--- config.mk ---
export PLATFORM = sky130hd
export DESIGN_NAME = priority_order_job_timeline
export DESIGN_NICKNAME = d
export VERILOG_FILES = /design/src/hdl/pojt_pkg.sv /design/src/hdl/priority_order_job_timeline.sv
export SDC_FILE = /design/constraint.sdc
export NUM_CORES = 1
export LEC_CHECK = 0
export BUFFER_PORTS_ARGS = -buffer_cell sky130_fd_sc_hd__buf_2
export CORE_ASPECT_RATIO = 1.5
export CORE_MARGIN = 4
export CORE_UTILIZATION = 40
export DETAILED_ROUTE_END_ITERATION = 16
export SLEW_MARGIN = 20
export SYNTH_ARGS = -nofsm -noshare
export SYNTH_HDL_FRONTEND = slang
export SYNTH_SLANG_ARGS = --single-unit
export TNS_END_PERCENT = 100
--- constraint.sdc ---
create_clock -name clk_i -period 15.6 [get_ports clk_i]
set_clock_uncertainty 0.05 [all_clocks]
set_input_delay 0.78 -clock clk_i [delete_from_list [all_inputs] [get_ports clk_i]]
set_output_delay 0.78 -clock clk_i [all_outputs]
set_load 0.005 [all_outputs]
--- src/hdl/pojt_pkg.sv ---
// pojt_pkg: shared types and constants for the priority job timeline block
// no dependencies; imported by priority_order_job_timeline
package pojt_pkg;

  // payload field widths
  localparam int unsigned ID_W    = 16;
  localparam int unsigned PRIO_W  = 8;
  localparam int unsigned BURST_W = 16;
  localparam int unsigned TIME_W  = 20;

  // input item codes
  localparam logic MODE_LOAD = 1'b0;
  localparam logic MODE_RUN  = 1'b1;

  // largest tick the timeline can show
  localparam logic [TIME_W-1:0] TIME_MAX = {TIME_W{1'b1}};

  // one stored job
  typedef struct packed {
    logic [ID_W-1:0]    id;
    logic [PRIO_W-1:0]  prio;
    logic [BURST_W-1:0] burst;
  } job_entry_t;

endpackage

--- src/hdl/priority_order_job_timeline.sv ---
// priority_order_job_timeline: non-preemptive priority scheduler over a job table
// depends on pojt_pkg (widths, mode codes, job entry type)

// A load transfer (mode 0) writes one job into the table; a load
// into a full table is dropped and sets the sticky dropped flag. A run transfer
// (mode 1) emits all stored jobs by falling priority, earlier load first on ties,
// each with its start and end tick on a timeline from zero that saturates at
// 2^20-1. Every result costs one pass over the table through its single
// registered read port, followed by the issue of the result and any output
// stall. A run on an empty table gives one result marked empty and last. The
// table is cleared after the last result. Input ready is low for the whole run.
module priority_order_job_timeline
  import pojt_pkg::*;
#(
  parameter int unsigned MAX_JOBS = 16
) (
  input  logic                 clk_i,
  input  logic                 rst_ni,
  input  logic                 in_valid_i,
  output logic                 in_ready_o,
  input  logic                 mode_i,
  input  logic [ID_W-1:0]      job_id_i,
  input  logic [PRIO_W-1:0]    priority_req_i,
  input  logic [BURST_W-1:0]   burst_length_i,
  output logic                 out_valid_o,
  input  logic                 out_ready_i,
  output logic [ID_W-1:0]      served_id_o,
  output logic [TIME_W-1:0]    start_time_o,
  output logic [TIME_W-1:0]    end_time_o,
  output logic                 last_o,
  output logic                 empty_run_o,
  output logic                 dropped_o
);

  localparam int unsigned IDXW = (MAX_JOBS > 1) ? $clog2(MAX_JOBS) : 1;
  localparam int unsigned CNTW = $clog2(MAX_JOBS + 1);
  localparam logic [CNTW-1:0] CNT_MAX = CNTW'(MAX_JOBS);
  localparam logic [CNTW-1:0] CNT_ONE = CNTW'(1);

  // sequencer states
  localparam logic [1:0] ST_IDLE = 2'd0;
  localparam logic [1:0] ST_SCAN = 2'd1;
  localparam logic [1:0] ST_EMIT = 2'd2;

  // control registers
  logic [1:0]          state_q, state_d;
  logic [CNTW-1:0]     job_count_q, job_count_d;
  logic [CNTW-1:0]     issue_cnt_q, issue_cnt_d;
  logic [CNTW-1:0]     emit_cnt_q, emit_cnt_d;
  logic [MAX_JOBS-1:0] served_q, served_d;
  logic [TIME_W-1:0]   clock_q, clock_d;
  logic                drop_q, drop_d;
  logic                rd_vld_q, rd_vld_d;
  logic                found_q, found_d;
  logic                empty_q, empty_d;
  logic                out_valid_q, out_valid_d;

  // payload registers
  logic [IDXW-1:0]     rd_idx_q, rd_idx_d;
  logic [IDXW-1:0]     best_idx_q, best_idx_d;
  logic [PRIO_W-1:0]   best_prio_q, best_prio_d;
  logic [ID_W-1:0]     best_id_q, best_id_d;
  logic [BURST_W-1:0]  best_burst_q, best_burst_d;
  logic [ID_W-1:0]     out_id_q, out_id_d;
  logic [TIME_W-1:0]   out_start_q, out_start_d;
  logic [TIME_W-1:0]   out_end_q, out_end_d;
  logic                out_last_q, out_last_d;
  logic                out_empty_q, out_empty_d;
  logic                out_drop_q, out_drop_d;

  // job table
  job_entry_t          mem_q [MAX_JOBS];
  job_entry_t          rd_data_q;
  job_entry_t          wr_data;
  logic                wr_en;
  logic                rd_en;
  logic [IDXW-1:0]     rd_addr;

  logic                in_xfer;
  logic                out_free;
  logic                is_last;
  logic [TIME_W:0]     end_sum;
  logic [TIME_W-1:0]   end_sat;

  assign in_ready_o = (state_q == ST_IDLE);
  assign in_xfer    = in_valid_i && in_ready_o;
  assign out_free   = !out_valid_q || out_ready_i;

  assign wr_en   = in_xfer && (mode_i == MODE_LOAD) && (job_count_q != CNT_MAX);
  assign wr_data = '{id: job_id_i, prio: priority_req_i, burst: burst_length_i};
  assign rd_en   = (state_q == ST_SCAN) && (issue_cnt_q != job_count_q);
  assign rd_addr = issue_cnt_q[IDXW-1:0];

  // saturating timeline add
  assign end_sum = {1'b0, clock_q} + (TIME_W+1)'(best_burst_q);
  assign end_sat = end_sum[TIME_W] ? TIME_MAX : end_sum[TIME_W-1:0];
  assign is_last = (emit_cnt_q == (job_count_q - CNT_ONE));

  // sequencer and shared compare
  always_comb begin
    state_d      = state_q;
    job_count_d  = job_count_q;
    issue_cnt_d  = issue_cnt_q;
    emit_cnt_d   = emit_cnt_q;
    served_d     = served_q;
    clock_d      = clock_q;
    drop_d       = drop_q;
    rd_vld_d     = 1'b0;
    rd_idx_d     = rd_idx_q;
    found_d      = found_q;
    empty_d      = empty_q;
    best_idx_d   = best_idx_q;
    best_prio_d  = best_prio_q;
    best_id_d    = best_id_q;
    best_burst_d = best_burst_q;
    out_valid_d  = out_valid_q && !out_ready_i;
    out_id_d     = out_id_q;
    out_start_d  = out_start_q;
    out_end_d    = out_end_q;
    out_last_d   = out_last_q;
    out_empty_d  = out_empty_q;
    out_drop_d   = out_drop_q;

    unique case (state_q)
      ST_IDLE: begin
        if (in_xfer) begin
          if (mode_i == MODE_LOAD) begin
            if (job_count_q == CNT_MAX) begin
              drop_d = 1'b1;
            end else begin
              job_count_d = job_count_q + CNT_ONE;
            end
          end else begin
            empty_d     = (job_count_q == '0);
            issue_cnt_d = '0;
            emit_cnt_d  = '0;
            clock_d     = '0;
            found_d     = 1'b0;
            state_d     = (job_count_q == '0) ? ST_EMIT : ST_SCAN;
          end
        end
      end

      ST_SCAN: begin
        // issue one table read per cycle
        if (rd_en) begin
          issue_cnt_d = issue_cnt_q + CNT_ONE;
          rd_vld_d    = 1'b1;
          rd_idx_d    = rd_addr;
        end
        // compare the entry read last cycle against the best so far
        if (rd_vld_q) begin
          if (!served_q[rd_idx_q] && (!found_q || (rd_data_q.prio > best_prio_q))) begin
            found_d      = 1'b1;
            best_idx_d   = rd_idx_q;
            best_prio_d  = rd_data_q.prio;
            best_id_d    = rd_data_q.id;
            best_burst_d = rd_data_q.burst;
          end
        end else if (issue_cnt_q == job_count_q) begin
          state_d = ST_EMIT;
        end
      end

      ST_EMIT: begin
        if (out_free) begin
          out_valid_d = 1'b1;
          out_id_d    = empty_q ? '0 : best_id_q;
          out_start_d = empty_q ? '0 : clock_q;
          out_end_d   = empty_q ? '0 : end_sat;
          out_last_d  = empty_q || is_last;
          out_empty_d = empty_q;
          out_drop_d  = drop_q;
          if (empty_q || is_last) begin
            job_count_d = '0;
            served_d    = '0;
            clock_d     = '0;
            state_d     = ST_IDLE;
          end else begin
            served_d[best_idx_q] = 1'b1;
            clock_d     = end_sat;
            emit_cnt_d  = emit_cnt_q + CNT_ONE;
            issue_cnt_d = '0;
            found_d     = 1'b0;
            state_d     = ST_SCAN;
          end
        end
      end

      default: begin
        state_d = ST_IDLE;
      end
    endcase
  end

  // control state
  always_ff @(posedge clk_i or negedge rst_ni) begin
    if (!rst_ni) begin
      state_q     <= ST_IDLE;
      job_count_q <= '0;
      issue_cnt_q <= '0;
      emit_cnt_q  <= '0;
      served_q    <= '0;
      clock_q     <= '0;
      drop_q      <= 1'b0;
      rd_vld_q    <= 1'b0;
      found_q     <= 1'b0;
      empty_q     <= 1'b0;
      out_valid_q <= 1'b0;
    end else begin
      state_q     <= state_d;
      job_count_q <= job_count_d;
      issue_cnt_q <= issue_cnt_d;
      emit_cnt_q  <= emit_cnt_d;
      served_q    <= served_d;
      clock_q     <= clock_d;
      drop_q      <= drop_d;
      rd_vld_q    <= rd_vld_d;
      found_q     <= found_d;
      empty_q     <= empty_d;
      out_valid_q <= out_valid_d;
    end
  end

  // payload registers
  always_ff @(posedge clk_i) begin
    rd_idx_q     <= rd_idx_d;
    best_idx_q   <= best_idx_d;
    best_prio_q  <= best_prio_d;
    best_id_q    <= best_id_d;
    best_burst_q <= best_burst_d;
    out_id_q     <= out_id_d;
    out_start_q  <= out_start_d;
    out_end_q    <= out_end_d;
    out_last_q   <= out_last_d;
    out_empty_q  <= out_empty_d;
    out_drop_q   <= out_drop_d;
  end

  // job table: one write port, one registered read port
  always_ff @(posedge clk_i) begin
    if (wr_en) begin
      mem_q[job_count_q[IDXW-1:0]] <= wr_data;
    end
    if (rd_en) begin
      rd_data_q <= mem_q[rd_addr];
    end
  end

  assign out_valid_o  = out_valid_q;
  assign served_id_o  = out_id_q;
  assign start_time_o = out_start_q;
  assign end_time_o   = out_end_q;
  assign last_o       = out_last_q;
  assign empty_run_o  = out_empty_q;
  assign dropped_o    = out_drop_q;

  // table fill never exceeds its depth
  a_count_bound: assert property (@(posedge clk_i) disable iff (!rst_ni)
    job_count_q <= CNT_MAX)
    else $error("job count above table depth");

  // no job is marked served outside a run
  a_idle_clean: assert property (@(posedge clk_i) disable iff (!rst_ni)
    (state_q == ST_IDLE) |-> (served_q == '0))
    else $error("served mask not clear while idle");

  // served jobs never outnumber stored jobs
  a_served_bound: assert property (@(posedge clk_i) disable iff (!rst_ni)
    $countones(served_q) <= int'(job_count_q))
    else $error("more jobs served than stored");

  // a non-empty result always has a chosen job behind it
  a_emit_found: assert property (@(posedge clk_i) disable iff (!rst_ni)
    (state_q == ST_EMIT && !empty_q) |-> found_q)
    else $error("result issued without a selected job");

endmodule
==> results of run 1 <==
worst reg2reg max path, stage by stage, from the launching register on:
cell and delay, ps:
edfxtp_1 510, mux4_2 550, nor2b_1 140, a211oi_1 220
a21oi_1 80, nor4b_1 430, a21boi_4 510, buf_4 520
cell usage in the layout (no fill, tap or decap), drive strengths merged, types with 3 or more instances in the layout:
master and n:
a211oi 3, a21o 11, a21oi 47, a221oi 3
a31oi 10, and2 5, and3 8, buf 135
bufinv 5, clkbuf 100, clkinv 28, dfrtp 58
diode 5, edfxtp 787, ha 30, inv 25
mux4 204, nand2 40, nand2b 3, nand3 10
nand4 6, nor2 72, nor2b 43, nor3 16
nor3b 5, nor4b 3, o21ai 42, or3 8
xnor2 20, xor2 6
power by group:
| part | internal, W | switching [W] | total (W) |
|---|---|---|---|
| clock | 0.00102 | 0.000800 | 0.00182 |
| sequential | 0.00282 | 0.000199 | 0.00302 |
| combinational | 0.000746 | 0.000811 | 0.00156 |
state kept, by name, summed over array words and instances, names as in the netlist, 8 cells and up:
signal	flops
end_time_o	20
served_q	16
best_prio_q	8
served_id_o	16
best_id_q	16
clock_q	20
rd_data_q	40
mem_q	640
best_burst_q	16
start_time_o	20
worst min-delay path by stage:
stage                                           end
after floorplan           best_burst_q[0]$_DFFE_PP_
after global placement       best_id_q[3]$_DFFE_PP_
after detailed placement     best_id_q[3]$_DFFE_PP_
after CTS                        drop_q$_DFFE_PN0P_
after global routing             drop_q$_DFFE_PN0P_
final                            drop_q$_DFFE_PN0P_
metal layers:
layer  routed length (um)  up-vias  global-route usage, %
met5                   13        -                      0
met4                 1770        2                   5.35
met3                 3240      106                   2.44
met2                37100      404                   29.0
met1                27700     8139                   20.7
li1                     -     6680                      -
layout make-up:
class / count / area [um2]
Sequential cell: 845 / 25100
Antenna cell: 5 / 12.5
Tap cell: 1040 / 1300
Clock buffer: 100 / 2050
Multi-Input combinational cell: 627 / 7300
Inverter: 21 / 78.8
Clock inverter: 39 / 343
Timing Repair Buffer: 135 / 758
Fill cell: 6685 / 44300
kinds of logic after synthesis:
logic type,count (synthesis),synth area share [%]
XOR/XNOR,26,0.697
buffers and inverters,89,1.19
flip-flops,845,76.7
adder cells (fa/ha/maj),31,1.21
AO/OA/AOI/OAI,137,2.55
multiplexers,205,14.1
AND/OR/NAND/NOR,228,3.53
metrics by stage:
stage	instances	power (W)	hold slack, ps	util [%]
3_3_place_gp	2668	0.00463	352	42.5
5_1_grt	2807	0.00671	325	45.5
3_5_place_dp	2668	0.00466	356	42.5
4_1_cts	2807	0.00648	256	45.5
2_1_floorplan	1561	0.00419	350	-
6_report	2812	0.00639	258	45.5
==> metrics.txt, run 1 <==
setup_tns 0 ps; final worst path period share 21.8%; fin area ~37,000 um2; P&R area growth vs syn 13.0%; Pleak 12.2 nW; GPL Wtd Cong 0.789; Cells after Synth 1,561; initial core utilization 40.3%; vias post-DR about 15,000; post-CTS setup buffer count 0; TritonCTS clock tree yes; Max Cap Violations 0; Clk Tree Root Cell clkbuf_16; average cell area after synthesis 20.9 um2; DRT Pass-1 Iters 5; Final nets 1,781; DIE AREA 86,500 um2; slowest cell delay on critical path 550 ps; post-synth top area share roughly 72%; R2R Path Start rd_idx_q[0]$_DFFE_PP_; final slew viol count 0; DRC violations left 0; hold_buf cts 0; slowest cell on the critical path mux4_2; Placed Area 34,500 um2; most frequent cell after synthesis edfxtp_1; Slew HR between 30% and 40%; Detailed Route WL around 70,000 um; CTS buffer count 75; Routed WL per cell 24.8 um; clock latency on the worst-skew pair ~640 ps; Core Area 81,200 um2; syn nets 1,637; worst path required time 15,810 ps; Critical Path End Type flop; # setup viols final 0; die span in x ~240 um; total grt overflow 0; std cell rows roughly 130; Stages on worst setup path 7; Worst Slack Setup Final about 12,000 ps; r2r setup slk 12,200 ps; ys async rst share 6.86%; antenna violations before repair 9; Routed Antenna Nets 0; CTS H-tree depth 3; critical path endpoint best_prio_q[7]$_DFFE_PP_; # resized after CTS 0; CP Launch Point rd_idx_q[0]$_DFFE_PP_; status finished clean; Ys Warns 0; WP buf/inv 1; share of layout cells above drive strength 1 about 27%; area leader, netlist edfxtp_1; Die Height ~360 um; crit start category flop; Total Routing Usage GR 16.4%; largest net degree at the start of global routing 60; Power Density approximately 170 nW/um2; port buffer count 105; Sink Count 845; r2r endpoint best_prio_q[7]$_DFFE_PP_; Worst-Margin Slew ~1000 ps; Most used DFF post-synth edfxtp_1; largest cells by area after synthesis edfxtp_1 72%, mux4_2 14%, dfrtp_1 4.4%; Post-Place Worst Slack 12,150 ps; vias per inst ~5.5; Hold Violations, Final 0; Mapped Area about 33,000 um2; min Tclk post-route 3400 ps; Arr. time, crit path around 3600 ps; vias in the first global route 16,100; I/O pin count 106; RSZ-0062 raised after global routing false; delay-heaviest family, CP compound AO/OA/AOI/OAI gates; first-pass GRT wire length 105,000 um; clk buf depth 3; top achievable clock speed approximately 0.29 GHz; type of the worst setup path flop to flop; Yosys reg bits 845; Yosys cell types 60; top cells by count, synth 787 x edfxtp_1, 204 x mux4_2, 72 x nor2_1, 58 x dfrtp_1, 46 x a21oi_1; Post-synth EDFFs 787; worst min-delay path class input pin to async pin; Crit Path Max Fanout 33; share of the yosys chip area belonging to registers between 70% and 80%; DRT iter0 DRCs 1,204; maximum VDD drop 0.000107 V; HPWL Detailed 36,200 um; Reg2Reg Depth 7; cell chain of the critical path mux4_2, nor2b_1, a211oi_1, a21oi_1, nor4b_1, a21boi_4, buf_4; CTS clock-pin slew for the worst setup and hold paths 60 ps
(Power assumes the default switching activity.)
==> run 2: changes to the inputs <==
==> constraint.sdc (replaced) <==
create_clock -name clk_i -period 3.4 [get_ports clk_i]
set_clock_uncertainty 0.05 [all_clocks]
set_input_delay 0.17 -clock clk_i [delete_from_list [all_inputs] [get_ports clk_i]]
set_output_delay 0.17 -clock clk_i [all_outputs]
set_load 0.005 [all_outputs]
==> metrics.txt, run 2 (synthesis gave the netlist of run 1 again) <==
status finished clean; Core Area 81,200 um2 (unchanged); Sink Count 845 (unchanged); Crit Path Max Fanout 5 (-85%); most frequent cells in the layout 787 x edfxtp_1, 204 x mux4_2, 104 x buf_2; most common cell after layout, fill and taps aside edfxtp_1; DRC violations left 0 (unchanged); worst path required time 3700 ps (-12,110 ps); port buffer count 105 (unchanged); total grt overflow 0 (unchanged); Total Routing Usage GR 16.1% (-0.29 points); largest net degree at the start of global routing 64 (+6.7%); die span in x 241 um (unchanged); Slew HR 37.1% (+3.7 points); CTS H-tree depth 3 (unchanged); Design Power 0.0298 W (+370%); register cell area after layout 25,100 um2 (unchanged); Layout fillers 6,612 (-1.1%); # setup viols final 0 (unchanged); Power Density 787 nW/um2 (+350%); post-route non-filler standard cell count 2,865 (+1.9%); CTS clock-pin slew for the worst setup and hold paths 70 ps (about the same); clk buf depth 3 (unchanged); min Tclk post-route 2890 ps (-514 ps); DRT Pass-1 Iters 5 (unchanged); Worst Slack Setup Final 510 ps (-11,690 ps); Post-Place Worst Slack 534 ps (-11,620 ps); maximum VDD drop 0.000415 V (+290%); HPWL Detailed 38,400 um (+6.0%); Die Height 358 um (unchanged); max reg flops 640 (unchanged); TritonCTS clock tree yes; Detailed Route WL 68,700 um (-1.6%); antenna violations before repair 4 (-5); RSZ-0062 raised after global routing false; Worst-Margin Slew 943 ps (-56.0 ps); type of the worst setup path flop to flop; Hold Violations, Final 0 (unchanged); top achievable clock speed 0.346 GHz (+18%); initial core utilization 40.3% (unchanged); first-pass GRT wire length 104,000 um (-0.53%); GPL Wtd Cong 0.817 (+3.6%); Max Cap Violations 0 (unchanged); Routed Antenna Nets 0 (unchanged); DRT iter0 DRCs 1,119 (-7.1%); Final nets 1,842 (+3.4%); dpl cells 2,684 (+0.60%); worst min-delay path class input pin to async pin; final worst path period share 85.0% (+63 points); Critical Path End Type flop; vias post-DR 15,500 (+1.1%); final slew viol count 0 (unchanged); vias per inst 5.41 (-0.82%); std cell rows 128 (unchanged); clock latency on the worst-skew pair 630 ps (about the same); DIE AREA 86,500 um2 (unchanged); Arr. time, crit path 3190 ps (-430 ps); Clk Tree Root Cell clkbuf_16; share of layout cells above drive strength 1 27.2% (+0.41 points); Multi-input gate area 7300 um2 (about the same); P&R area growth vs syn 15.7%; post-CTS setup buffer count 0 (unchanged); vias in the first global route 16,400 (+1.9%); Routed WL per cell 24.0 um (-3.4%); crit start category flop; # resized after CTS 0 (unchanged); hold_buf cts 45 (+45); Pleak 12.5 nW (+2.9%); CTS buffer count 75 (unchanged); I/O pin count 106 (unchanged)
## run 2: cell count changes in the layout (fill, tap and decap cells not counted), moves of 3 or more
| cell | change |
|---|---|
| buf_12 | +24 |
| dlygate4sd3_1 | +45 |
| clkinv_4 | +3 |
| clkbuf_1 | -9 |
| clkinv_1 | -4 |
| buf_4 | -5 |
## run 2: worst paths after layout
| kind | start | to | slack [ps] | cells past startpoint |
|---|---|---|---|---|
| setup / recovery | clock_q[0]$_DFFE_PN0P_ | end_time_o[19]$_SDFFCE_PP0P_ | 510 | 8 |
| hold / removal | rst_ni | out_valid_o$_DFF_PN0_ | 40 | 2 |
| setup reg to reg | clock_q[0]$_DFFE_PN0P_ | end_time_o[19]$_SDFFCE_PP0P_ | 510 | 8 |
| hold reg to reg | rd_data_q[24]$_DFFE_PP_ | best_id_q[0]$_DFFE_PP_ | 360 | 0 |
| max in group asynchronous | rst_ni | clock_q[13]$_DFFE_PN0P_ | 2570 | 3 |
| min in group clk_i | rd_data_q[24]$_DFFE_PP_ | best_id_q[0]$_DFFE_PP_ | 360 | 0 |
## run 2: power breakdown
part	total [W]	internal [W]	switching (W)
clock	0.00836	0.00466	0.00369
sequential	0.0136	0.0129	0.000637
combinational	0.00784	0.00370	0.00414
total	0.0298	0.0213	0.00847
## run 2: cell type report
type	count	share of cell area, %
Clock buffer	93	5.47
Sequential cell	845	66.4
Timing Repair Buffer	196	4.29
Tap cell	1040	3.44
Antenna cell	4	0.0265
Multi-Input combinational cell	627	19.3
Clock inverter	39	0.896
Inverter	21	0.208
## run 2: through the flow
step / instance area [um2] / hold WS [ps] / TNS (ps) / utilization (%)
after CTS: 37800 / 241 / 0 / 46.6
after floorplan: 32700 / -176 / -146740 / -
after detailed placement: 35000 / 355 / 0 / 43.0
after global placement: 35000 / 353 / 0 / 43.0
after global routing: 37800 / 78.1 / 0 / 46.6
final: 37800 / 36.1 / 0 / 46.6
## run 2: worst max-delay path: stages, from the launching register on
cell,delay (ps)
dfrtp_1,400
ha_1,250
fa_1,410
a21o_1,220
a221oi_2,460
o31ai_2,160
o21ba_2,270
nor3b_1,320
nor3_1,80
## run 2: metal layers
layer / wire [um] / track usage [%]
met3: 2850 / 2.35
met1: 27100 / 19.7
met2: 37500 / 29.7
met4: 1260 / 4.26
met5: 13 / 0
